--- src/rtl/ttl_pkg.sv ---
`timescale 1ns / 1ps

package ttl_pkg;

  localparam int unsigned MAX_STRING_LEN  = 256;
  localparam int unsigned MAX_FRAC_DIGITS = 9;
  localparam int unsigned LINE_BITS       = 24;

  localparam int unsigned LEN_W   = $clog2(MAX_STRING_LEN) + 1;
  localparam int unsigned MAG_W   = 31;
  localparam int unsigned FRAC_W  = 30;
  localparam int unsigned FCNT_W  = 4;
  localparam int unsigned LINE_W  = 24;
  localparam int unsigned CHAR_W  = 8;
  localparam int unsigned KIND_W  = 3;

  localparam int unsigned OUT_DATA_W = 104;
  localparam int unsigned IN_DATA_W  = 8;

  localparam int unsigned FIFO_DEPTH = 4;
  localparam int unsigned FIFO_AW    = $clog2(FIFO_DEPTH);

  localparam logic [MAG_W-1:0]     MAG_MAX  = {MAG_W{1'b1}};
  localparam logic [LINE_BITS-1:0] LINE_MAX = {LINE_BITS{1'b1}};
  localparam logic [LEN_W-1:0]     LEN_LIMIT = LEN_W'(MAX_STRING_LEN - 1);
  localparam logic [FCNT_W-1:0]    FRAC_LIMIT = FCNT_W'(MAX_FRAC_DIGITS);

  localparam logic [7:0] CH_COLON = 8'h3A;
  localparam logic [7:0] CH_HASH  = 8'h23;
  localparam logic [7:0] CH_MINUS = 8'h2D;
  localparam logic [7:0] CH_QUEST = 8'h3F;
  localparam logic [7:0] CH_UNDER = 8'h5F;
  localparam logic [7:0] CH_DOT   = 8'h2E;
  localparam logic [7:0] CH_SLASH = 8'h2F;
  localparam logic [7:0] CH_BSL   = 8'h5C;
  localparam logic [7:0] CH_SPACE = 8'h20;
  localparam logic [7:0] CH_TAB   = 8'h09;
  localparam logic [7:0] CH_LF    = 8'h0A;
  localparam logic [7:0] CH_CR    = 8'h0D;
  localparam logic [7:0] CH_ZERO  = 8'h30;
  localparam logic [7:0] CH_NINE  = 8'h39;

  typedef enum logic [1:0] {
    MODE_IDLE    = 2'd0,
    MODE_STRING  = 2'd1,
    MODE_NUMBER  = 2'd2,
    MODE_COMMENT = 2'd3
  } mode_e;

  typedef enum logic [KIND_W-1:0] {
    KIND_STR_CHAR = 3'd0,
    KIND_STR_END  = 3'd1,
    KIND_COMMAND  = 3'd2,
    KIND_INTEGER  = 3'd3,
    KIND_FLOAT    = 3'd4,
    KIND_INVALID  = 3'd5,
    KIND_END      = 3'd6
  } kind_e;

  typedef struct packed {
    kind_e               kind;
    logic [CHAR_W-1:0]   char_code;
    logic [MAG_W-1:0]    magnitude;
    logic                is_negative;
    logic [FRAC_W-1:0]   fraction_digits;
    logic [FCNT_W-1:0]   fraction_count;
    logic [LINE_W-1:0]   line_number;
    logic                last;
  } result_t;

  typedef struct packed {
    logic    push;
    logic    two;
    result_t r0;
    result_t r1;
  } push_t;

endpackage

--- src/rtl/text_token_lexer.sv ---
`timescale 1ns / 1ps

// Byte-serial text lexer. One byte (or an end-of-input mark) is taken per
// cycle; each beat is decoded combinationally against the lexer mode and
// yields zero to two result beats, which go through a four-entry output
// queue. Input is accepted whenever the queue has room for two results, so
// the sustained rate is one byte per cycle while the output side keeps up;
// a byte that yields two results (a terminator emitting both the pending
// token and its own) pushes both into the queue together. The byte that ends
// a string or number is then handled as in idle mode and may start the next
// token. tlast marks the final result of each input byte.
module text_token_lexer (
  input  logic         clk_i,
  input  logic         rst_ni,
  input  logic         s_axis_tvalid,
  output logic         s_axis_tready,
  input  logic [7:0]   s_axis_tdata,   // byte_in[7:0]
  input  logic [0:0]   s_axis_tuser,   // end_of_input[0]
  output logic         m_axis_tvalid,
  input  logic         m_axis_tready,
  // char_code[7:0], magnitude[38:8], is_negative[39], fraction_digits[69:40],
  // fraction_count[73:70], line_number[97:74], zero[103:98]
  output logic [ttl_pkg::OUT_DATA_W-1:0] m_axis_tdata,
  output logic [ttl_pkg::KIND_W-1:0]     m_axis_tuser,   // kind[2:0]
  output logic                           m_axis_tlast
);

  ttl_pkg::push_t   push;
  ttl_pkg::result_t head;
  logic             fire;

  assign fire = s_axis_tvalid && s_axis_tready;

  ttl_core u_core (
    .clk_i  (clk_i),
    .rst_ni (rst_ni),
    .fire_i (fire),
    .byte_i (s_axis_tdata),
    .eoi_i  (s_axis_tuser[0]),
    .push_o (push)
  );

  ttl_out_fifo u_fifo (
    .clk_i   (clk_i),
    .rst_ni  (rst_ni),
    .push_i  (push),
    .room_o  (s_axis_tready),
    .valid_o (m_axis_tvalid),
    .ready_i (m_axis_tready),
    .data_o  (head)
  );

  assign m_axis_tdata = {6'd0, head.line_number, head.fraction_count, head.fraction_digits,
                         head.is_negative, head.magnitude, head.char_code};
  assign m_axis_tuser = head.kind;
  assign m_axis_tlast = head.last;

endmodule

--- src/rtl/ttl_core.sv ---
`timescale 1ns / 1ps

module ttl_core (
  input  logic           clk_i,
  input  logic           rst_ni,
  input  logic           fire_i,
  input  logic [7:0]     byte_i,
  input  logic           eoi_i,
  output ttl_pkg::push_t push_o
);

  ttl_pkg::mode_e                   mode_q, mode_d;
  logic [ttl_pkg::LEN_W-1:0]        len_q, len_d;
  logic [ttl_pkg::MAG_W-1:0]        int_q, int_d;
  logic                             minus_q, minus_d;
  logic                             dot_q, dot_d;
  logic [ttl_pkg::FRAC_W-1:0]       frac_q, frac_d;
  logic [ttl_pkg::FCNT_W-1:0]       fcnt_q, fcnt_d;
  logic [ttl_pkg::LINE_BITS-1:0]    line_q, line_d;
  logic [ttl_pkg::LINE_BITS-1:0]    tline_q, tline_d;

  logic is_letter, is_digit, is_space, is_str_char, is_str_start;
  logic [3:0] digit;
  logic [ttl_pkg::MAG_W+3:0] int_mul;
  logic [ttl_pkg::FRAC_W-1:0] frac_mul;

  assign is_letter = (byte_i >= 8'h61 && byte_i <= 8'h7A) ||
                     (byte_i >= 8'h41 && byte_i <= 8'h5A);
  assign is_digit  = byte_i >= ttl_pkg::CH_ZERO && byte_i <= ttl_pkg::CH_NINE;
  assign is_space  = byte_i == ttl_pkg::CH_SPACE || byte_i == ttl_pkg::CH_TAB ||
                     byte_i == ttl_pkg::CH_LF || byte_i == ttl_pkg::CH_CR;
  assign is_str_start = is_letter || byte_i == ttl_pkg::CH_UNDER ||
                        byte_i == ttl_pkg::CH_QUEST;
  assign is_str_char = is_str_start || is_digit || byte_i == ttl_pkg::CH_DOT ||
                       byte_i == ttl_pkg::CH_SLASH || byte_i == ttl_pkg::CH_BSL ||
                       byte_i == ttl_pkg::CH_HASH;
  assign digit    = 4'(byte_i - ttl_pkg::CH_ZERO);
  assign int_mul  = {4'd0, int_q} * (ttl_pkg::MAG_W+4)'(10)
                    + (ttl_pkg::MAG_W+4)'(digit);
  assign frac_mul = frac_q * ttl_pkg::FRAC_W'(10) + ttl_pkg::FRAC_W'(digit);

  // decode: what this beat does
  logic str_cont, num_dot, num_digit, do_idle, pre_valid;

  always_comb begin
    str_cont  = 1'b0;
    num_dot   = 1'b0;
    num_digit = 1'b0;
    do_idle   = 1'b0;
    pre_valid = 1'b0;
    if (eoi_i) begin
      pre_valid = (mode_q == ttl_pkg::MODE_STRING) || (mode_q == ttl_pkg::MODE_NUMBER);
    end else begin
      unique case (mode_q)
        ttl_pkg::MODE_STRING: begin
          if (is_str_char && len_q < ttl_pkg::LEN_LIMIT) begin
            str_cont = 1'b1;
          end else begin
            pre_valid = 1'b1;
            do_idle   = 1'b1;
          end
        end
        ttl_pkg::MODE_NUMBER: begin
          if (byte_i == ttl_pkg::CH_DOT && !dot_q) begin
            num_dot = 1'b1;
          end else if (is_digit) begin
            num_digit = 1'b1;
          end else begin
            pre_valid = 1'b1;
            do_idle   = 1'b1;
          end
        end
        ttl_pkg::MODE_COMMENT: begin
          do_idle = byte_i == ttl_pkg::CH_LF || byte_i == ttl_pkg::CH_CR;
        end
        default: begin
          do_idle = 1'b1;
        end
      endcase
    end
  end

  // outputs
  ttl_pkg::result_t pre_res, main_res, blank;
  logic main_valid;

  always_comb begin
    blank            = '0;
    blank.kind       = ttl_pkg::KIND_END;
    pre_res          = blank;
    pre_res.line_number = ttl_pkg::LINE_W'(tline_q);
    if (mode_q == ttl_pkg::MODE_NUMBER) begin
      pre_res.magnitude   = int_q;
      pre_res.is_negative = minus_q;
      if (dot_q) begin
        pre_res.kind            = ttl_pkg::KIND_FLOAT;
        pre_res.fraction_digits = frac_q;
        pre_res.fraction_count  = fcnt_q;
      end else begin
        pre_res.kind = ttl_pkg::KIND_INTEGER;
      end
    end else begin
      pre_res.kind = ttl_pkg::KIND_STR_END;
    end

    main_valid           = 1'b0;
    main_res             = blank;
    main_res.line_number = ttl_pkg::LINE_W'(line_q);
    if (eoi_i) begin
      main_valid    = 1'b1;
      main_res.kind = ttl_pkg::KIND_END;
    end else if (str_cont) begin
      main_valid           = 1'b1;
      main_res.kind        = ttl_pkg::KIND_STR_CHAR;
      main_res.char_code   = byte_i;
      main_res.line_number = ttl_pkg::LINE_W'(tline_q);
    end else if (do_idle) begin
      if (is_str_start) begin
        main_valid         = 1'b1;
        main_res.kind      = ttl_pkg::KIND_STR_CHAR;
        main_res.char_code = byte_i;
      end else if (byte_i == ttl_pkg::CH_COLON) begin
        main_valid    = 1'b1;
        main_res.kind = ttl_pkg::KIND_COMMAND;
      end else if (!(is_digit || byte_i == ttl_pkg::CH_MINUS ||
                     byte_i == ttl_pkg::CH_HASH || is_space)) begin
        main_valid    = 1'b1;
        main_res.kind = ttl_pkg::KIND_INVALID;
      end
    end

    push_o.push = fire_i && (pre_valid || main_valid);
    push_o.two  = pre_valid && main_valid;
    push_o.r0   = pre_valid ? pre_res : main_res;
    push_o.r1   = main_res;
    push_o.r0.last = !(pre_valid && main_valid);
    push_o.r1.last = 1'b1;
  end

  // next state
  always_comb begin
    mode_d  = mode_q;
    len_d   = len_q;
    int_d   = int_q;
    minus_d = minus_q;
    dot_d   = dot_q;
    frac_d  = frac_q;
    fcnt_d  = fcnt_q;
    line_d  = line_q;
    tline_d = tline_q;
    if (fire_i) begin
      if (eoi_i) begin
        mode_d = ttl_pkg::MODE_IDLE;
      end
      if (str_cont) begin
        len_d = len_q + 1'b1;
      end
      if (num_dot) begin
        dot_d = 1'b1;
      end
      if (num_digit) begin
        if (!dot_q) begin
          int_d = (int_mul > {4'd0, ttl_pkg::MAG_MAX}) ? ttl_pkg::MAG_MAX
                                                       : int_mul[ttl_pkg::MAG_W-1:0];
        end else if (fcnt_q < ttl_pkg::FRAC_LIMIT) begin
          frac_d = frac_mul;
          fcnt_d = fcnt_q + 1'b1;
        end
      end
      if (do_idle) begin
        mode_d = ttl_pkg::MODE_IDLE;
        if (is_str_start) begin
          mode_d  = ttl_pkg::MODE_STRING;
          tline_d = line_q;
          len_d   = ttl_pkg::LEN_W'(1);
        end else if (is_digit || byte_i == ttl_pkg::CH_MINUS) begin
          mode_d  = ttl_pkg::MODE_NUMBER;
          tline_d = line_q;
          int_d   = is_digit ? ttl_pkg::MAG_W'(digit) : '0;
          minus_d = !is_digit;
          dot_d   = 1'b0;
          frac_d  = '0;
          fcnt_d  = '0;
        end else if (byte_i == ttl_pkg::CH_HASH) begin
          mode_d = ttl_pkg::MODE_COMMENT;
        end else if (byte_i == ttl_pkg::CH_LF && line_q != ttl_pkg::LINE_MAX) begin
          line_d = line_q + 1'b1;
        end
      end
    end
  end

  always_ff @(posedge clk_i or negedge rst_ni) begin
    if (!rst_ni) begin
      mode_q  <= ttl_pkg::MODE_IDLE;
      len_q   <= '0;
      int_q   <= '0;
      minus_q <= 1'b0;
      dot_q   <= 1'b0;
      frac_q  <= '0;
      fcnt_q  <= '0;
      line_q  <= ttl_pkg::LINE_BITS'(1);
      tline_q <= ttl_pkg::LINE_BITS'(1);
    end else begin
      mode_q  <= mode_d;
      len_q   <= len_d;
      int_q   <= int_d;
      minus_q <= minus_d;
      dot_q   <= dot_d;
      frac_q  <= frac_d;
      fcnt_q  <= fcnt_d;
      line_q  <= line_d;
      tline_q <= tline_d;
    end
  end

endmodule

--- src/rtl/ttl_out_fifo.sv ---
`timescale 1ns / 1ps

module ttl_out_fifo (
  input  logic             clk_i,
  input  logic             rst_ni,
  input  ttl_pkg::push_t   push_i,
  output logic             room_o,
  output logic             valid_o,
  input  logic             ready_i,
  output ttl_pkg::result_t data_o
);

  localparam int unsigned CNT_W = ttl_pkg::FIFO_AW + 1;

  ttl_pkg::result_t                mem_q [ttl_pkg::FIFO_DEPTH];
  logic [ttl_pkg::FIFO_AW-1:0]     wr_q, wr_d, rd_q, rd_d, wr_next;
  logic [CNT_W-1:0]                cnt_q, cnt_d;
  logic                            pop;
  logic [CNT_W-1:0]                n_push;

  assign valid_o = cnt_q != '0;
  assign data_o  = mem_q[rd_q];
  assign pop     = valid_o && ready_i;
  // room for two more beats
  assign room_o  = cnt_q <= CNT_W'(ttl_pkg::FIFO_DEPTH - 2);
  assign wr_next = wr_q + 1'b1;
  assign n_push  = push_i.push ? (push_i.two ? CNT_W'(2) : CNT_W'(1)) : '0;

  always_comb begin
    wr_d  = wr_q + n_push[ttl_pkg::FIFO_AW-1:0];
    rd_d  = pop ? rd_q + 1'b1 : rd_q;
    cnt_d = cnt_q + n_push - CNT_W'(pop);
  end

  always_ff @(posedge clk_i) begin
    if (push_i.push) begin
      mem_q[wr_q] <= push_i.r0;
      if (push_i.two) begin
        mem_q[wr_next] <= push_i.r1;
      end
    end
  end

  always_ff @(posedge clk_i or negedge rst_ni) begin
    if (!rst_ni) begin
      wr_q  <= '0;
      rd_q  <= '0;
      cnt_q <= '0;
    end else begin
      wr_q  <= wr_d;
      rd_q  <= rd_d;
      cnt_q <= cnt_d;
    end
  end

endmodule
--- config.mk ---
export PLATFORM = sky130hd
export DESIGN_NAME = text_token_lexer
export DESIGN_NICKNAME = d
export VERILOG_FILES = /design/src/rtl/ttl_pkg.sv /design/src/rtl/text_token_lexer.sv /design/src/rtl/ttl_core.sv /design/src/rtl/ttl_out_fifo.sv
export SDC_FILE = /design/constraint.sdc
export NUM_CORES = 1
export LEC_CHECK = 0
export ABC_AREA = 1
export BUFFER_PORTS_ARGS = -buffer_cell sky130_fd_sc_hd__buf_2
export CAP_MARGIN = 40
export CORE_UTILIZATION = 45
export CTS_BUF_LIST = sky130_fd_sc_hd__clkbuf_8
export CTS_CLUSTER_DIAMETER = 40
export CTS_CLUSTER_SIZE = 24
export DETAILED_ROUTE_END_ITERATION = 10
export GPL_ROUTABILITY_DRIVEN = 0
export GPL_TIMING_DRIVEN = 0
export PLACE_DENSITY = 0.62
export SETUP_SLACK_MARGIN = 0.2
export SLEW_MARGIN = 10
export SYNTH_ARGS = -nofsm -noshare
export SYNTH_HDL_FRONTEND = slang
export SYNTH_SLANG_ARGS = --single-unit
--- constraint.sdc ---
create_clock -name clk_i -period 7.4 [get_ports clk_i]
set_input_delay 0.37 -clock clk_i [delete_from_list [all_inputs] [get_ports clk_i]]
set_output_delay 0.37 -clock clk_i [all_outputs]
set_load 0.1 [all_outputs]
Yosys cells after proc, flatten, opt, wreduce, memory -nomap -nowiden
Memory sizes are Yosys's and may differ from the RTL's.
Index checks and enable logic that the tools add are counted.
{"block": "word_totals", "mem_bits_ro": 0, "inputBits": 13, "reg_bits": 133, "output_inout_bits": 110, "mem_bits_rw": 408, "word_cells": 170, "latch_bits": 0, "n_memories": 1}
{"name": "u_fifo.mem_q", "words": 4, "width": 102, "read_ports": 1, "rd_ports_with_merged_regs": 0, "write_ports": 2, "line_no": "ttl_out_fifo.sv:15", "text": "ttl_pkg::result_t mem_q [ttl_pkg::FIFO_DEPTH];"}
{"block": "op_classes", "n_div": 0, "mul": 2, "bitwise_logic": 3, "shifts": 0, "mux": 78, "reduce_logical": 37, "magnitude_cmp": 10, "n_eq_ne": 16, "addsub": 11}
{"op": "31-bit two-way mux", "n": 6}
{"op": "30-bit two-way mux", "n": 6}
{"op": "102-bit two-way mux", "n": 1}
{"op": "24-bit two-way mux", "n": 4}
{"op": "66-bit two-way mux", "n": 1}
{"op": "8-bit by 6-bit equality test with 1-bit output (second input constant)", "n": 7}
{"op": "35-bit by 4-bit adder with 35-bit output", "n": 1}
{"op": "35-bit by 31-bit greater-than comparator with 1-bit output (second input constant)", "n": 1}
{"op": "31-bit by 3-bit multiplier with 34-bit output (second input constant)", "n": 1}
{"op": "34-bit two-way mux", "n": 1}
{"op": "30-bit by 4-bit adder with 30-bit output", "n": 1}
{"op": "30-bit by 3-bit multiplier with 29-bit output (second input constant)", "n": 1}
{"op": "1-bit two-way mux", "n": 30}
{"op": "4-bit two-way mux", "n": 7}
{"op": "9-bit two-way mux", "n": 3}
{"op": "24-bit by 1-bit adder with 24-bit output (second input constant)", "n": 1}
{"op": "8-bit by 4-bit equality test with 1-bit output (second input constant)", "n": 3}
{"op": "24-bit != test (second input constant)", "n": 1}
{"op": "11-bit two-way mux", "n": 2}
{"op": "3-bit two-way mux", "n": 6}
{"op": "1-bit logical OR", "n": 17}
{"op": "8-bit by 7-bit equality test with 1-bit output (second input constant)", "n": 2}
{"op": "8-bit by 7-bit >= comparator with 1-bit output (second input constant)", "n": 2}
{"op": "8-bit by 7-bit <= comparator with 1-bit output (second input constant)", "n": 2}
{"op": "other kinds (27)", "n": 50}

Logic depth before layout (Yosys ltp)
Gate-level depths: netlist (run 1).
{"block": "depth", "ltp_word": 22, "mapped_depth": 25, "depth_no_buf": 24}

Cells and area by module
From an unflattened synthesis (run 1), not the netlist that was laid out.
{"block": "hier_totals", "hier_cells": 5040, "area_unflattened_um2": 36352.4}
{"mod": "ttl_out_fifo", "area_per_inst_um2": 21951.1, "cells_each": 2706, "seq_area_each_um2": 12426.9, "instances": 1}
{"mod": "ttl_core", "area_per_inst_um2": 14345.0, "cells_each": 2325, "seq_area_each_um2": 3155.5, "instances": 1}
{"mod": "text_token_lexer", "area_per_inst_um2": 56.3, "cells_each": 9, "seq_area_each_um2": 0.0, "instances": 1}

Worst setup path before layout (run 1)
OpenSTA, ideal clock, no wires.
{"block": "synth_timing", "path_kind": "register to register", "start": "register u_fifo.cnt_q[1]", "end": "memory u_fifo.mem_q[1][91] in the netlist's numbering (data pin)", "slack_ns": 2.802, "t_arrival_ns": 4.448, "path_stages_with_launch": 9, "setup_time_ns": 0.150, "required_ns": 7.250, "n_path_buf": 1, "path_cell_list": "dfrtp_1 -> a21oi_1 -> nand2_1 -> inv_2 -> nand3_1 -> buf_2 -> nand2_1 -> nand2_1 -> nor2_1"}
{"element": "start: declaration", "line_no": "ttl_out_fifo.sv:17", "text": "logic [CNT_W-1:0] cnt_q, cnt_d;"}
{"element": "start signal: assignment", "line_no": "ttl_out_fifo.sv:52", "text": "cnt_q <= cnt_d;"}
{"element": "end: declaration", "line_no": "ttl_out_fifo.sv:15"}

Worst setup path in the final report (run 1)
{"block": "layout_timing", "start": "register u_fifo.rd_q[0] in the netlist's numbering", "end": "output m_axis_tdata[62] in the netlist's numbering"}
{"block": "layout_between", "elab_chain_len": 1}
{"element": "start: declaration", "line_no": "ttl_out_fifo.sv:16", "text": "logic [ttl_pkg::FIFO_AW-1:0] wr_q, wr_d, rd_q, rd_d, wr_next;"}
{"element": "start signal: assignment", "line_no": "ttl_out_fifo.sv:51", "text": "rd_q <= rd_d;"}
{"element": "memory 4 x 102 bit"}
{"element": "end: declaration", "line_no": "text_token_lexer.sv:23", "text": "output logic [ttl_pkg::OUT_DATA_W-1:0] m_axis_tdata,"}
No other way between the ends.

==> results by group, run 1 <==
Status
  – Status: finished clean

Critical path
  – CP Launch Point: u_fifo.rd_q[0]
  – Worst Path Required: 7030 ps
  – CP dominant cell by count: clkbuf_1
  – Crit-path cells: clkbuf_1 > inv_1 > clkbuf_1 > buf_6 > clkbuf_1 > o21ai_0 > o22ai_1 > buf_2
  – CP Launch Type: flip-flop
  – RR Startpoint: u_core.int_q[3]
  – R2R depth: 22
  – Arrival @ worst endpoint: 4400 ps
  – Crit-path slowest cell: clkbuf_1
  – CP max stage delay: 710 ps
  – FF-to-FF setup slack: 3260 ps
  – CP Max Fanout: 10
  – CP Capture Type: output pin
  – Reg-to-reg critical path endpoint: u_core.int_q[21]
  – WS Path Type: reg2out

Synth
  – XOR/XNOR Fraction of Synth Area: 0.0259
  – Synth warnings: 0
  – Dominant synthesized flop cell: dfxtp_1
  – Post-Syn Area per Cell: 7.22 um2
  – Compound-Gate Fraction of Synth Area: 0.156
  – Post-Syn Area: 0.0313 mm2
  – Synthesis-stage register bit count: 541
  – Sequential share of the synthesized area: 0.412
  – Synth Area in Simple Gates: 0.271
  – Unique masters post-synth: 56
  – Adder-Cell Fraction of Synth Area: 0.0540
  – Fraction of registers with async set/reset: 0.246
  – Synth Instances: 4,332
  – Combinational family with the most area after synthesis: simple AND/OR/NAND/NOR gates
  – Post-synth EDFFs: 140
  – Mux cell area share after synthesis: 0.00704

Route
  – Pre-antenna DRT Iters: 6
  – Wire per inst: 20.1 um
  – Via/cell ratio: 5.56
  – Remaining DRCs: 0
  – Routed Wire Length: 112 mm
  – Violation count after the first detailed-routing iteration: 3,159
  – Post-route ant nets: 0
  – DR vias: 31.0k

Final layout
  – Final Non-Filler Cells: 5,575
  – Share of cells above drive strength 1: 0.0954
  – Nets: 4,709
  – Final core occ: 0.516
  – Area growth from synthesis to final layout: 13.3%
  – Multi-input logic area: 0.0161 mm2
  – # fillers: 6,987
  – Sequential cell area: 0.0129 mm2

Timing
  – Fin crit period: 4770 ps
  – Max-slew violation count: 0
  – Crit share post-route: 0.644
  – Final Hold Vio Count: 0
  – Final setup viols: 0
  – RSZ-0062 raised after global routing: false
  – Slew of the pin with the lowest slew margin: 886 ps
  – Relative slew slack: 0.409
  – Fmax: 210 MHz
  – Final hold slack: 114 ps
  – Final setup TNS: 0 ps
  – Clock skew: 39.8 ps

Floorplan
  – Die Height: 266 um
  – # rows: 96
  – Core Area: 0.0687 mm2
  – Die Area: 0.0706 mm2
  – Starting Density: 0.455
  – # IOs: 123
  – Die width: 266 um

Clock tree
  – Clock sink total: 541
  – H-tree depth: 3
  – Worst-path clk slew: 70 ps
  – CTS tree: done
  – Worst-Skew Late Latency: 730 ps
  – Setup Fix Bufs, Post-CTS: 0
  – PostCTS Resize Cnt: 0
  – Clock buffer count from CTS: 94
  – Root buf cell: clkbuf_8
  – Bufs on Longest Clock Path: 3

Place
  – PortBufs: 115
  – Placed cells: 5,398
  – Post-DP HPWL: 81.3 mm

Flow run
  – MaxCap Viol Count: 0

Global route
  – Residual overflow from global routing: 0
  – First-pass GRT wire length: 172 mm
  – Vias in the first global route: 29.3k
  – Largest net degree at the start of global routing: 85
  – GRT Total Usage: 0.316
  – Initial antenna violation count: 6

Hold path
  – Min-delay src: s_axis_tdata[0]
  – Cell depth of the worst hold path: 3
  – Hold crit path type: in2reg
  – Hold endpoint: u_core.int_q[0]

Pwr
  – P_leak: 16.2 nW
  – Pwr Density: 467 mW/mm2
  – Max VDD drop: 536 uV
-- cells in the mapped netlist, types with 10 or more instances --
| cell | number | area share |
|---|---|---|
| clkbuf_1 | 148 | 0.018 |
| dfxtp_1 | 268 | 0.17 |
| nand4_1 | 37 | 0.0074 |
| inv_1 | 307 | 0.037 |
| edfxtp_1 | 140 | 0.13 |
| nor2_1 | 710 | 0.085 |
| o22ai_1 | 119 | 0.024 |
| inv_2 | 22 | 0.0026 |
| buf_2 | 54 | 0.0086 |
| o21ai_0 | 545 | 0.087 |
| nand2_1 | 911 | 0.11 |
| ha_1 | 127 | 0.051 |
| nand3_1 | 274 | 0.044 |
| xnor2_1 | 21 | 0.0059 |
| buf_4 | 20 | 0.0048 |
| mux2i_1 | 22 | 0.0070 |
| xor2_1 | 66 | 0.018 |
| o211ai_1 | 10 | 0.0024 |
| nor3_1 | 61 | 0.0098 |
| o21ai_1 | 53 | 0.0085 |
| dfrtp_1 | 131 | 0.10 |
| a21oi_1 | 166 | 0.027 |
-- report_power, final --
part / internal, mW / switching, mW / total (mW)
Combinational: 1.87 / 7.26 / 9.14
Sequential: 3.78 / 0.392 / 4.18
Clock: 1.76 / 1.46 / 3.22
-- per-layer routing --
metal / global-route usage / routed length, um / vias up
met3: 0.0611 / 9180 / 254
met4: 0.136 / 4750 / 4
li1: - / - / 14900
met2: 0.497 / 49800 / 1297
met5: 0 / 22 / -
met1: 0.422 / 48400 / 14600
-- timing repair --
item	in CTS	in global routing
endpoints found under the hold margin	49	0
endpoints found under the setup margin	0	0
hold buffers	1	0
-- how the worst max path moves through the flow --
stage	to	slack [ps]	cells past startpoint
after global routing	m_axis_tdata[61]	2470	8
after floorplan	u_fifo.mem_q[1][91]	2800	8
after CTS	m_axis_tdata[62]	2710	8
after global placement	u_fifo.mem_q[3][93]	1600	17
final	m_axis_tdata[62]	2630	8
after detailed placement	u_fifo.mem_q[2][91]	3080	17
-- worst max-delay path, delay by kind of cell (launching register included) --
family / cells / cell delay, ps
buffers and inverters: 6 / 2690
AOI/OAI and AO/OA: 2 / 590
DFF: 1 / 360
-- kinds of logic after synthesis --
kind of cell               Yosys count
DFF                                541
other                                1
muxes                               22
AOI/OAI and AO/OA                  921
and+or+nand+nor                   2055
adders and majority gates          132
xor gates and xnor gates            90
buffers and inverters              570
-- registers in the layout, summed over array words and instances, names as in the netlist --
register and count:
u_core.dot_q 1, u_core.fcnt_q 4, u_core.frac_q 30, u_core.int_q 31, u_core.len_q 9, u_core.line_q 24, u_core.minus_q 1, u_core.mode_q 2
u_core.tline_q 24, u_fifo.cnt_q 3, u_fifo.mem_q 408, u_fifo.rd_q 2, u_fifo.wr_q 2
-- final cells by class --
cell class | count | area share
Timing Repair Buffer | 127 | 0.0216
Buffer | 238 | 0.0304
Inverter | 332 | 0.0352
Multi-Input combinational cell | 3230 | 0.454
Antenna cell | 1 | 0.0000706
Clock inverter | 72 | 0.0218
Tap cell | 931 | 0.0329
Clock buffer | 103 | 0.0400
Sequential cell | 541 | 0.364
-- placed cells by master, fill, tap and decap left out, drive strengths merged, types with 5 or more instances in the layout --
master	count
a22oi	5
and2	5
clkinv	27
xnor2	21
nand2	919
nand4	37
fa	5
dfxtp	268
clkinvlp	6
clkbuf	253
o21ai	600
a21oi	168
nor3	62
nor4	9
mux2i	22
o211ai	10
nand3	282
dfrtp	131
nor2	722
conb	10
inv	359
nand3b	5
ha	127
or2	9
xor2	69
bufinv	12
edfxtp	140
buf	214
o22ai	119
-- per-stage QoR --
step	worst slack (ps)	power, mW	cell area (um2)
finish	2630	16.5	35400
global route	2470	17.3	35400
CTS	2710	16.5	35400
detailed placement	3080	13.2	33200
global placement	1600	13.1	33100
floorplan	2800	11.0	31300
(Power assumes the default switching activity.)
==> inputs of run 2 (changes only) <==
--- a/config.mk
+++ b/config.mk
@@ -15,7 +15,7 @@
 export DETAILED_ROUTE_END_ITERATION = 10
 export GPL_ROUTABILITY_DRIVEN = 0
 export GPL_TIMING_DRIVEN = 0
-export PLACE_DENSITY = 0.62
+export PLACE_DENSITY = 0.64
 export SETUP_SLACK_MARGIN = 0.2
 export SLEW_MARGIN = 10
 export SYNTH_ARGS = -nofsm -noshare
==> constraint.sdc (replaced) <==
create_clock -name clk_i -period 4.17 [get_ports clk_i]
set_input_delay 0.2085 -clock clk_i [delete_from_list [all_inputs] [get_ports clk_i]]
set_output_delay 0.2085 -clock clk_i [all_outputs]
set_load 0.1 [all_outputs]
==> run 2 against run 1 <==
  * Sequential share of layout area fell by 0.50 points
  * Final cell count rose by 0.36%
  * Routed wire length barely moved
  * Clock power rose by 66%
  * Total power rose by 77%
  * Global-route usage fell by 0.18 points
  * Register-to-register slack got worse by 2900 ps
  * Critical path depth did not move
  * Largest power group unchanged
==> results by group, run 2 (synthesis results as in run 1) <==
Hold path
  – Hold crit path type: in2reg
  – Cell depth of the worst hold path: 4

Final layout
  – # fillers: 6,938
  – Max reg flops: 408
  – Multi-input logic area: 0.0165 mm2
  – Commonest non-fill, non-tap cell in the layout: nand2_1
  – Sequential cell area: 0.0129 mm2
  – Fin area: 0.0359 mm2
  – Area growth from synthesis to final layout: 14.9%
  – Share of cells above drive strength 1: 0.114
  – Top flop regs: u_fifo.mem_q x408, u_core.int_q x31, u_core.frac_q x30
  – Commonest non-fill, non-tap cells in the layout: nand2_1, nor2_1, o21ai_0
  – Biggest register: u_fifo.mem_q
  – Nets: 4,728

Critical path
  – CP Launch Type: flip-flop
  – Crit path to: m_axis_tdata[95]
  – Worst Path Required: 3960 ps
  – CP Capture Type: output pin
  – CP dominant cell by count: clkbuf_1
  – Reg-to-reg critical path endpoint: u_core.int_q[1]
  – CP Max Fanout: 10
  – Worst path top cell family by delay: buffers and inverters
  – CP max stage delay: 500 ps
  – FF-to-FF setup slack: 340 ps
  – CP Launch Point: u_fifo.rd_q[0]
  – Bufs and invs on worst path: 6
  – RR Startpoint: u_core.int_q[3]
  – Arrival @ worst endpoint: 3740 ps
  – Crit-path cells: clkbuf_1 > buf_6 > clkbuf_1 > buf_8 > clkbuf_1 > nor2_1 > o22ai_1 > buf_2
  – Levels on crit path: 8
  – Crit-path slowest cell: clkbuf_1
  – R2R depth: 22
  – WS Path Type: reg2out

Route
  – Via/cell ratio: 5.64
  – Violation count after the first detailed-routing iteration: 3,228
  – Wire per inst: 20.1 um
  – Post-route ant nets: 0
  – Remaining DRCs: 0
  – Pre-antenna DRT Iters: 6
  – DR vias: 31.6k
  – Routed Wire Length: 112 mm

Pwr
  – Pint: 13.0 mW
  – Pwr Density: 816 mW/mm2
  – Flop pwr share: 0.253
  – P_leak: 16.2 nW
  – Comb pwr share: 0.565
  – P_sw: 16.4 mW
  – Max VDD drop: 874 uV
  – Switching Share: 0.558
  – Clock power share: 0.182

Place
  – PortBufs: 115
  – Cell Area, Placed: 0.0333 mm2
  – Dpl ws: 12.3 ps
  – Post-DP HPWL: 81.0 mm

Floorplan
  – Core Area: 0.0687 mm2
  – Starting Density: 0.455
  – Die Height: 266 um
  – # rows: 96
  – Die width: 266 um
  – Die Area: 0.0706 mm2
  – # IOs: 123

Timing
  – Clock skew: 54.0 ps
  – Fmax: 253 MHz
  – Final setup TNS: 0 ps
  – Worst setup margin: 225 ps
  – Max-slew violation count: 0
  – Final setup viols: 0
  – Relative slew slack: 0.394
  – Final Hold Vio Count: 0
  – Fin crit period: 3940 ps
  – Slew of the pin with the lowest slew margin: 909 ps
  – Crit share post-route: 0.946
  – RSZ-0062 raised after global routing: true

Clock tree
  – Worst-Skew Late Latency: 770 ps
  – Clock buffer count from CTS: 90
  – Root buf cell: clkbuf_8
  – Worst-path clk slew: 70 ps
  – Clock sink total: 541
  – CTS tree: done
  – Bufs on Longest Clock Path: 3
  – H-tree depth: 3

Status
  – Status: finished clean

Global route
  – Vias in the first global route: 29.3k
  – Initial antenna violation count: 6
  – GRT Total Usage: 0.314
  – Residual overflow from global routing: 0
  – First-pass GRT wire length: 171 mm
  – Largest net degree at the start of global routing: 87

Flow run
  – MaxCap Viol Count: 0
run 2: stage by stage:
stage / std cells / util / hold slack, ps / power, mW
after floorplan: 4341 / - / -87.1 / 19.5
after global placement: 5387 / 0.481 / 446 / 23.3
after detailed placement: 5400 / 0.485 / 166 / 23.6
after CTS: 5580 / 0.517 / 3.19 / 29.0
after global routing: 5594 / 0.523 / 77.0 / 30.7
final: 5595 / 0.523 / 65.1 / 29.3
run 2: how the worst min path moves through the flow:
stage / start / end / slack [ps]
final: m_axis_tready / u_fifo.rd_q[0] / 70
after global placement: u_fifo.mem_q[1][55] / u_fifo.mem_q[1][55] / 450
after global routing: m_axis_tready / u_fifo.rd_q[0] / 80
after CTS: m_axis_tready / u_fifo.rd_q[0] / 3
after floorplan: rst_ni / u_core.dot_q / -90
after detailed placement: rst_ni / u_core.int_q[9] / 170
run 2: final cells by class:
class                           instances  area share
Clock buffer                           99      0.0379
Multi-Input combinational cell       3230       0.458
Tap cell                              931      0.0324
Sequential cell                       541       0.359
Clock inverter                         70      0.0186
Antenna cell                            4    0.000278
Buffer                                238      0.0305
Inverter                              332      0.0347
Timing Repair Buffer                  150      0.0290
run 2: repair_timing:
item / CTS / global route
endpoints found under the hold margin: 151 / 0
gates resized for setup: 26 / 97
setup endpoints to repair: 52 / 72
hold buffers: 11 / 0
pin swaps: 0 / 13
cloned: 0 / 1
buffers inserted: 0 / 10
run 2: power by group through the flow:
| stage | logic, mW | clock network, mW | registers, mW |
|---|---|---|---|
| 6_report | 16.6 | 5.34 | 7.42 |
| 5_1_grt | 17.5 | 5.62 | 7.55 |
| 4_1_cts | 16.2 | 5.39 | 7.39 |
| 3_5_place_dp | 16.1 | 0 | 7.48 |
| 3_3_place_gp | 15.8 | 0 | 7.48 |
| 2_1_floorplan | 12.3 | 0 | 7.28 |
run 2: metal layers:
| metal | GRT usage | vias up | part of all wire |
|---|---|---|---|
| li1 | - | 14900 | - |
| met1 | 0.423 | 14900 | 0.42 |
| met2 | 0.488 | 1448 | 0.44 |
| met3 | 0.0608 | 261 | 0.095 |
| met4 | 0.139 | 2 | 0.044 |
| met5 | 0 | - | 0.00012 |
run 2: worst min-delay path: stages:
cell and delay [ps]:
buf_2 90, a21boi_0 160, buf_2 190, xor2_1 130
